`src/sv/hs_pkg.sv`:
```
// shared types and constants for the heap sorter block
// no dependencies; imported by every module of the block
package hs_pkg;

   // store capacity and counter width (count must hold the capacity itself)
   localparam int MAX_ELEMS = 64;
   localparam int CNT_W     = $clog2(MAX_ELEMS + 1);
   localparam int DATA_W    = 32;

   // input request payload
   typedef struct packed {
      logic signed [DATA_W-1:0] value;
      logic                     last;
   } req_type;

   // result payload
   typedef struct packed {
      logic signed [DATA_W-1:0] sorted_value;
      logic                     last_res;
      logic                     overflow;
   } rsp_type;

   // top level control states
   typedef enum logic {
      ST_LOAD,
      ST_DRAIN
   } state_type;

   // operation broadcast to every cell of the chain
   typedef enum logic [1:0] {
      OP_HOLD,
      OP_INSERT,
      OP_SHIFT_LEFT,
      OP_SHIFT_RIGHT
   } cell_op_type;

   // control group sent to all cells
   typedef struct packed {
      cell_op_type              op;
      logic signed [DATA_W-1:0] x;
   } cell_ctl_type;

   // what one cell shows its neighbors
   typedef struct packed {
      logic signed [DATA_W-1:0] value;
      logic                     valid;
      logic                     lt;
   } cell_link_type;

endpackage

```
`src/sv/hs_cell.sv`:
```
// one cell of the sorting chain: holds a single value and its valid bit
// depends on hs_pkg for the control and neighbor link types
module hs_cell (
   input  logic                  clock,
   input  logic                  reset,
   input  hs_pkg::cell_ctl_type  ctl,
   input  hs_pkg::cell_link_type left_link,
   input  hs_pkg::cell_link_type right_link,
   output hs_pkg::cell_link_type link
);
   import hs_pkg::*;

   logic signed [DATA_W-1:0] value_ff, value_in;
   logic                     valid_ff, valid_in;
   logic                     lt;

   // new value belongs at or below this cell (empty cells count as +inf)
   assign lt = !valid_ff || (ctl.x < value_ff);

   // next value for insert and the two shift directions
   always_comb begin
      value_in = value_ff;
      valid_in = valid_ff;
      case (ctl.op)
         OP_INSERT: begin
            if (lt) begin
               if (left_link.lt) begin
                  value_in = left_link.value;
                  valid_in = left_link.valid;
               end else begin
                  value_in = ctl.x;
                  valid_in = 1'b1;
               end
            end
         end
         OP_SHIFT_LEFT: begin
            value_in = right_link.value;
            valid_in = right_link.valid;
         end
         OP_SHIFT_RIGHT: begin
            value_in = left_link.value;
            valid_in = left_link.valid;
         end
         default: begin
            value_in = value_ff;
            valid_in = valid_ff;
         end
      endcase
   end

   // valid bit
   always_ff @(posedge clock) begin
      if (reset) begin
         valid_ff <= 1'b0;
      end else begin
         valid_ff <= valid_in;
      end
   end

   // payload
   always_ff @(posedge clock) begin
      value_ff <= value_in;
   end

   assign link.value = value_ff;
   assign link.valid = valid_ff;
   assign link.lt    = lt;

endmodule

```
`config.mk`:
```
export PLATFORM = sky130hd
export DESIGN_NAME = hs_cell
export DESIGN_NICKNAME = d
export VERILOG_FILES = /design/src/sv/hs_pkg.sv /design/src/sv/hs_cell.sv
export SDC_FILE = /design/constraint.sdc
export NUM_CORES = 1
export LEC_CHECK = 0
export BUFFER_PORTS_ARGS = -buffer_cell sky130_fd_sc_hd__buf_2
export CAP_MARGIN = 0
export CORE_MARGIN = 2
export CORE_UTILIZATION = 46
export DETAILED_ROUTE_END_ITERATION = 6
export PLACE_DENSITY = 0.82
export SYNTH_ARGS = -nofsm -noshare
export SYNTH_HDL_FRONTEND = slang
export SYNTH_SLANG_ARGS = --single-unit
```
`constraint.sdc`:
```
create_clock -name clock -period 5.6 [get_ports clock]
set_clock_uncertainty 0.05 [all_clocks]
set_input_delay 0.56 -clock clock [delete_from_list [all_inputs] [get_ports clock]]
set_output_delay 0.56 -clock clock [all_outputs]
set_load 0.02 [all_outputs]
```
* Word-level counts from Yosys, hierarchy flattened
Index checks and enable logic that the tools add are counted.
** Storage, ports and cells
- Memories :: 0
- Register bits :: 33
- Bits in writable memories :: 0
- Word-level logic and storage cells :: 17
- Memory bits (read-only) :: 0
- Bits in latches :: 0
** Operators by class
- Bitwise operators :: 0
- Add/subtract/negate cells :: 0
- Divide/modulo/power cells :: 0
- Magnitude comparators :: 1
- Equal/unequal tests :: 4
- Mux-type cells :: 6
- Multipliers :: 0
- Shifts and indexed selects :: 0
- Reduce and logical (&&, ||, !) cells :: 4
** Operators by type and width (number)
- one-hot mux 32 bit (3 select lines) :: 1
- two-way mux 32 bit :: 2
- < comparator 32 bit :: 1
- == test 2 bit (second input constant) :: 2
- one-hot mux 1 bit (3 select lines) :: 1
- nonzero test 3 bit :: 1
- == test 2 x 1 -> 1 bit (second input constant) :: 1
- two-way mux 1 bit :: 2
- != test 2 bit (second input constant) :: 1
- AND reduction 2 bit :: 1
- logical NOT 1 bit :: 1
- logical OR 1 bit :: 1

* Longest topological paths before layout
Gate-level depths: netlist of the first run.
- Word-level depth :: 4
- Depth in mapped cells :: 9

* Least setup slack after synthesis of the first run
OpenSTA, ideal clock, no wires.
- Path kind :: input to register
- Start point :: input port ctl[23] (netlist name)
- End point :: register value_ff[0] (enable)
- Arrival :: 4126 ps
- Library setup time :: 461 ps
- Setup slack :: 963 ps
- Stages :: 6
- Required time :: 5089 ps
- Buffers on the path :: 0
- Path through :: ha_1 > nand4_4 > or4_1 > a31oi_1 > nor4b_1 > nor3_1
** On the way
- Word-level cells in the longest chain between the ends :: 4
** RTL lines
- from (decl) :: line hs_cell.sv:6 : input hs_pkg::cell_ctl_type ctl,
- < comparator 32 bit :: line hs_cell.sv:18 : assign lt = !valid_ff || (ctl.x < value_ff);
- logical OR 1 bit :: line hs_cell.sv:18
- != test 2 bit (no line)
- AND reduction 2 bit (no line)
- to (signal assigned) :: line hs_cell.sv:62 : value_ff <= value_in;
- to (decl) :: line hs_cell.sv:13 : logic signed [DATA_W-1:0] value_ff, value_in;
No other way between the ends.
A chain may end at the register's enable or synchronous reset.

* Worst setup path after layout of the first run
- Start point :: register value_ff[31]
- End point :: register value_ff[17] (enable)
** On the way
- Word-level cells in the longest chain between the ends :: 4
** RTL lines (line)
- < comparator 32 bit :: hs_cell.sv:18
- logical OR 1 bit :: hs_cell.sv:18
- != test 2 bit (no line)
- AND reduction 2 bit (no line)
No other way between the ends.

==> results.py, run 1 <==
metrics = {
    "power_and_ir_drop": {
        "p_leak_nw": 1.82,
        "pwr-share-seq": 0.413,
        "p_per_area_nw_per_um2": 215,
        "p_total_w": 0.000784,
        "switchingPower_w": 0.000272,
        "pwr-share-comb": 0.358,
        "ir_drop_mv": 0.119,
        "internal_power_w": 0.000512,
        "p_clk_frac": 0.229,
        "switching_share": 0.347,
    },
    "yosys": {
        "synth_top_family_by_area": "compound AO/OA/AOI/OAI gates",
        "ys.flop_type": "edfxtp_1",
        "ys_warn_count": 0,
        "synthArstFlopShare": 0,
        "synth_most_common_cell": "a21oi_1",
        "netlist_area_sq_um": 2860,
        "yosysTopAreaCellShare": 0.336,
        "synth_adder_area_share": 0.136,
        "synth_area_leaders": "edfxtp_1, ha_1, mux2i_1",
        "yosysSeqAreaShare": 0.343,
        "synth_area_per_cell_sq_um": 9.32,
        "synth-simple-area-share": 0.128,
        "synth_cell_types": 32,
        "synthMuxAreaShare": 0.112,
        "synth_compound_area_frac": 0.207,
        "synth_edf_count": 32,
        "syn-num-nets": 442,
        "ys_ff_latch": 33,
        "yosys.area_share.xor_xnor": 0,
        "synthTopCellsByCount": "a21oi_1, inv_1, nor2b_1",
        "yosysTopAreaCell": "edfxtp_1",
        "synth_cells": 307,
    },
    "timing": {
        "fin_setup_tns_ns": 0,
        "slew_violations": 0,
        "min_period_over_period": 0.602,
        "setup_viol": 0,
        "finalHoldViolations": 0,
        "clock.fmax_mhz": 297,
        "tightest_slew_ns": 1.20,
        "rsz0062_at_grt": "no",
        "fin_crit_ns": 3.37,
        "slew_headroom": 0.202,
    },
    "grt": {
        "grt.overflow.total": 0,
        "grt_pass1_vias": 2714,
        "antenna_found_initial": 0,
        "grtUsageTotal": 0.209,
        "grt_pass1_wl_um": 11900,
        "grt_start_max_net_pins": 69,
    },
    "clock_network": {
        "clk_latency_ns": 0.29,
        "cts_resized": 0,
        "cts_buffers": 5,
        "cts_tree": "built",
        "h-tree-depth": 2,
        "cts.sinks": 33,
        "ctsHoldBuffers": 0,
        "cts_buffer_depth": 2,
        "cts_setup_buffers": 0,
        "clockRootBuffer": "clkbuf_8",
        "path_clk_slew_ns": 0.07,
    },
    "layout": {
        "syn_to_final_growth_pct": 27.6,
        "drive_above_1_share": 0.340,
        "num-fill-cells": 526,
        "antenna_cells": 0,
        "fin_nets": 566,
        "multiInputGateArea_sq_um": 1670,
        "seqCellArea_sq_um": 981,
    },
    "routing": {
        "first_pass_iters": 4,
        "drc_errors": 0,
        "drtAntennaViolNets": 0,
        "drt_iter0_drc": 104,
        "routed_wl_um": 7320,
        "viasPerCell": 5.49,
        "vias": 2784,
        "wl_per_cell_um": 14.4,
    },
    "critical_path": {
        "cp.required_ns": 5.50,
        "path_max_fanout": 27,
        "r2r_slack_ns": 2.23,
        "end_kind": "flip-flop",
        "critical_path_class": "flip-flop to flip-flop",
        "crit_path_start_kind": "flip-flop",
        "arrival_ns": 3.27,
    },
    "floorplanning": {
        "fp-row-count": 28,
        "coreArea_sq_um": 5960,
        "die-width_um": 82.9,
        "die_area_sq_um": 6870,
        "die_y_um": 82.9,
        "start_util": 0.480,
        "ios": 138,
    },
    "placed_design": {
        "dpl.hpwl_um": 5470,
        "port_buffers": 136,
        "gp_congestion": 0.828,
    },
    "min_path": {
        "hold_path_class": "input port to flip-flop",
    },
    "flow_run": {
        "drv_cap": 0,
    },
    "run_status": {
        "status": "complete, no violations",
    },
}
==> per-layer routing <==
metal,vias up,GRT usage,routed length (um)
met5,-,0,0
met4,0,0.0671,116
met3,10,0.0447,425
met2,94,0.388,3750
met1,1302,0.235,3030
li1,1378,-,-
==> cell families (layout without fill, tap and decap cells) <==
| kind of cell | count (synthesis) | in the layout |
|---|---|---|
| fa+ha+maj | 31 | 31 |
| simple gates | 61 | 61 |
| buf+inv | 55 | 180 |
| compound gates | 95 | 95 |
| flops | 33 | 33 |
| mux | 32 | 32 |
==> power groups by stage <==
stage / combinational [W] / clock (W) / sequential [W]
final: 0.000281 / 0.000179 / 0.000324
after floorplan: 0.000143 / 0 / 0.000366
after global routing: 0.000313 / 0.000198 / 0.000327
after CTS: 0.000283 / 0.000185 / 0.000324
after detailed placement: 0.000281 / 0 / 0.000329
after global placement: 0.000271 / 0 / 0.000328
==> registers in the layout, summed over array words and instances, names as in the netlist <==
name	flops
valid_ff	1
value_ff	32
==> area by class of cell <==
class | instances | area share
Inverter | 35 | 0.0360
Timing Repair Buffer | 137 | 0.188
Tap cell | 75 | 0.0257
Clock inverter | 3 | 0.00480
Sequential cell | 33 | 0.269
Multi-Input combinational cell | 219 | 0.458
Clock buffer | 5 | 0.0188
==> critical path, stage by stage, from the launching register on <==
cell	delay, ns
edfxtp_1	0.35
inv_1	0.05
ha_1	0.38
nand4_1	0.20
or4_1	0.55
a31oi_1	0.38
nor4b_1	0.14
nor3_2	0.47
buf_4	0.46
==> cell usage in the layout, fill, tap and decap left out, types with 2 or more instances in the layout <==
cell type and n:
nor2b_1 34, clkbuf_8 5, nand4_1 5, clkinv_2 2
a21oi_1 43, o21ai_1 3, a21o_1 2, a211oi_1 32
edfxtp_1 32, buf_2 136, nand2_1 8, nor2_1 3
nor3_1 3, nand2b_1 2, mux2i_1 32, o21ai_0 6
inv_1 35, ha_1 31
==> path summary, 6_finish.rpt <==
kind	startpoint	end	depth (start not counted)
worst max register to register	value_ff[31]	value_ff[17]	8
worst min register to register	valid_ff	valid_ff	3
worst min-delay path	reset	valid_ff	3
worst max-delay path	value_ff[31]	value_ff[17]	8
==> metrics by stage <==
step / area [sq um] / hold slack (ns) / setup slack [ns] / instances / util
after floorplan: 2860 / 0.617 / 0.963 / 307 / -
after global placement: 3570 / 0.668 / 1.94 / 499 / 0.599
after detailed placement: 3570 / 0.702 / 1.90 / 499 / 0.599
after CTS: 3650 / 0.468 / 2.18 / 507 / 0.613
after global routing: 3650 / 0.476 / 2.00 / 507 / 0.613
final: 3650 / 0.474 / 2.23 / 507 / 0.613
Power figures use the tool's default switching activity.
==> inputs of run 2 (changes only) <==
==> constraint.sdc (replaced) <==
create_clock -name clock -period 3.2 [get_ports clock]
set_clock_uncertainty 0.05 [all_clocks]
set_input_delay 0.32 -clock clock [delete_from_list [all_inputs] [get_ports clock]]
set_output_delay 0.32 -clock clock [all_outputs]
set_load 0.02 [all_outputs]
==> run 2 against run 1 <==
  * Global-route usage up 0.44 points
  * Design area up 0.99%
  * Register-to-register slack worse by 2.0 ns
  * Routed wire length is 1.3% lower
  * Via count is 0.86% lower
  * Non-clock buffer count up 3
  * Sequential power up 75%
  * Critical endpoint is now link[0]
  * Largest cell class unchanged
==> results.py, run 2 (synthesized netlist as in run 1, its figures left out) <==
metrics = {
    "clock_network": {
        "cts_resized": 0,
        "clk_latency_ns": 0.29,
        "cts_setup_buffers": 0,
        "h-tree-depth": 2,
        "cts_tree": "built",
        "cts.sinks": 33,
        "clockRootBuffer": "clkbuf_8",
        "cts_buffers": 5,
        "cts_buffer_depth": 2,
        "path_clk_slew_ns": 0.07,
        "ctsHoldBuffers": 0,
    },
    "placed_design": {
        "pre_cts_ws_ns": 0.251,
        "port_buffers": 136,
        "gp_congestion": 0.815,
        "dp.cells": 502,
        "dpl.hpwl_um": 5540,
    },
    "critical_path": {
        "arrival_ns": 2.59,
        "crit_path_start_kind": "flip-flop",
        "cp.required_ns": 2.83,
        "path_max_fanout": 6,
        "critical_path_class": "flip-flop to primary output",
        "end_kind": "primary output",
    },
    "power_and_ir_drop": {
        "p_leak_nw": 1.84,
        "p_per_area_nw_per_um2": 371,
        "ir_drop_mv": 0.224,
    },
    "routing": {
        "drc_errors": 0,
        "drt_iter0_drc": 79,
        "wl_per_cell_um": 14.2,
        "viasPerCell": 5.41,
        "drtAntennaViolNets": 0,
        "routed_wl_um": 7230,
        "vias": 2760,
        "first_pass_iters": 4,
    },
    "timing": {
        "tightest_slew_ns": 1.10,
        "fin_crit_ns": 2.96,
        "min_period_over_period": 0.926,
        "setup_viol": 0,
        "rsz0062_at_grt": "no",
        "slew_violations": 0,
        "slew_headroom": 0.266,
        "setup_slack_ns": 0.236,
        "clock.fmax_mhz": 337,
        "whs_ns": 0.229,
        "fin_setup_tns_ns": 0,
        "finalHoldViolations": 0,
    },
    "floorplanning": {
        "start_util": 0.480,
        "coreArea_sq_um": 5960,
        "die_area_sq_um": 6870,
        "die-width_um": 82.9,
        "ios": 138,
        "die_y_um": 82.9,
        "fp-row-count": 28,
    },
    "layout": {
        "top_register": "value_ff",
        "multiInputGateArea_sq_um": 1680,
        "antenna_cells": 0,
        "fin_nets": 569,
        "final_common_cell": "buf_2",
        "drive_above_1_share": 0.340,
        "layout_common_cells": "buf_2, a21oi_1, inv_1, nor2b_1",
        "reg_top3": "value_ff (32), valid_ff (1)",
        "stdcell_count": 510,
        "largest_reg_flops": 32,
        "syn_to_final_growth_pct": 28.9,
        "seqCellArea_sq_um": 981,
        "num-fill-cells": 516,
    },
    "flow_run": {
        "drv_cap": 0,
    },
    "grt": {
        "use_met3": 0.0666,
        "grt_start_max_net_pins": 67,
        "antenna_found_initial": 0,
        "grt.overflow.total": 0,
        "grt_use_met2": 0.372,
        "grt-busiest-layer": "met2",
        "grtUsageTotal": 0.213,
        "grt_pass1_vias": 2774,
        "grt_pass1_wl_um": 12200,
        "use_met1": 0.249,
    },
    "min_path": {
        "hold_path_class": "input port to flip-flop",
    },
    "run_status": {
        "status": "complete, no violations",
    },
}
## run 2: cell count changes in the layout (fill, tap and decap cells not counted), sizes merged
cell / before / now
clkinvlp: 1 / 0
clkinv: 2 / 3
buf: 137 / 140
## run 2: metrics by stage
| stage | instance area (sq um) | utilization | power (W) |
|---|---|---|---|
| finish | 3690 | 0.619 | 0.00137 |
| floorplan | 2870 | - | 0.000891 |
| global placement | 3610 | 0.606 | 0.00106 |
| detailed placement | 3610 | 0.606 | 0.00108 |
| CTS | 3690 | 0.619 | 0.00138 |
| global route | 3690 | 0.619 | 0.00146 |
## run 2: cell type report
type,instances,area share
Multi-Input combinational cell,219,0.455
Tap cell,75,0.0254
Clock buffer,5,0.0187
Inverter,35,0.0356
Sequential cell,33,0.266
Timing Repair Buffer,140,0.196
Clock inverter,3,0.00339
## run 2: metal layers
| layer | vias to the layer above | wire length [um] |
|---|---|---|
| met1 | 1246 | 2990 |
| li1 | 1387 | - |
| met5 | - | 0 |
| met2 | 114 | 3530 |
| met4 | 0 | 103 |
| met3 | 13 | 605 |
## run 2: worst paths after layout
check,start,endpoint,slack (ns),depth (start not counted)
setup / recovery,value_ff[31],link[0],0.24,8
hold / removal,reset,valid_ff,0.23,3
setup reg to reg,value_ff[31],value_ff[20],0.26,8
hold reg to reg,valid_ff,valid_ff,0.76,3
## run 2: worst max-delay path, cell delays in order (launching register included)
cell and delay (ns):
edfxtp_1 0.34, inv_1 0.04, ha_1 0.38, nand4_1 0.19, or4_1 0.55, a31oi_1 0.41
nor3_1 0.09, o21ai_1 0.13, buf_2 0.18
## run 2: power breakdown
part / total [W] / leakage [nW] / switching, W / internal, W
clock: 0.000303 / 0.0430 / 0.000157 / 0.000146
combinational: 0.000499 / 1.47 / 0.000289 / 0.000209
sequential: 0.000566 / 0.328 / 0.0000246 / 0.000541
total: 0.00137 / 1.84 / 0.000471 / 0.000897
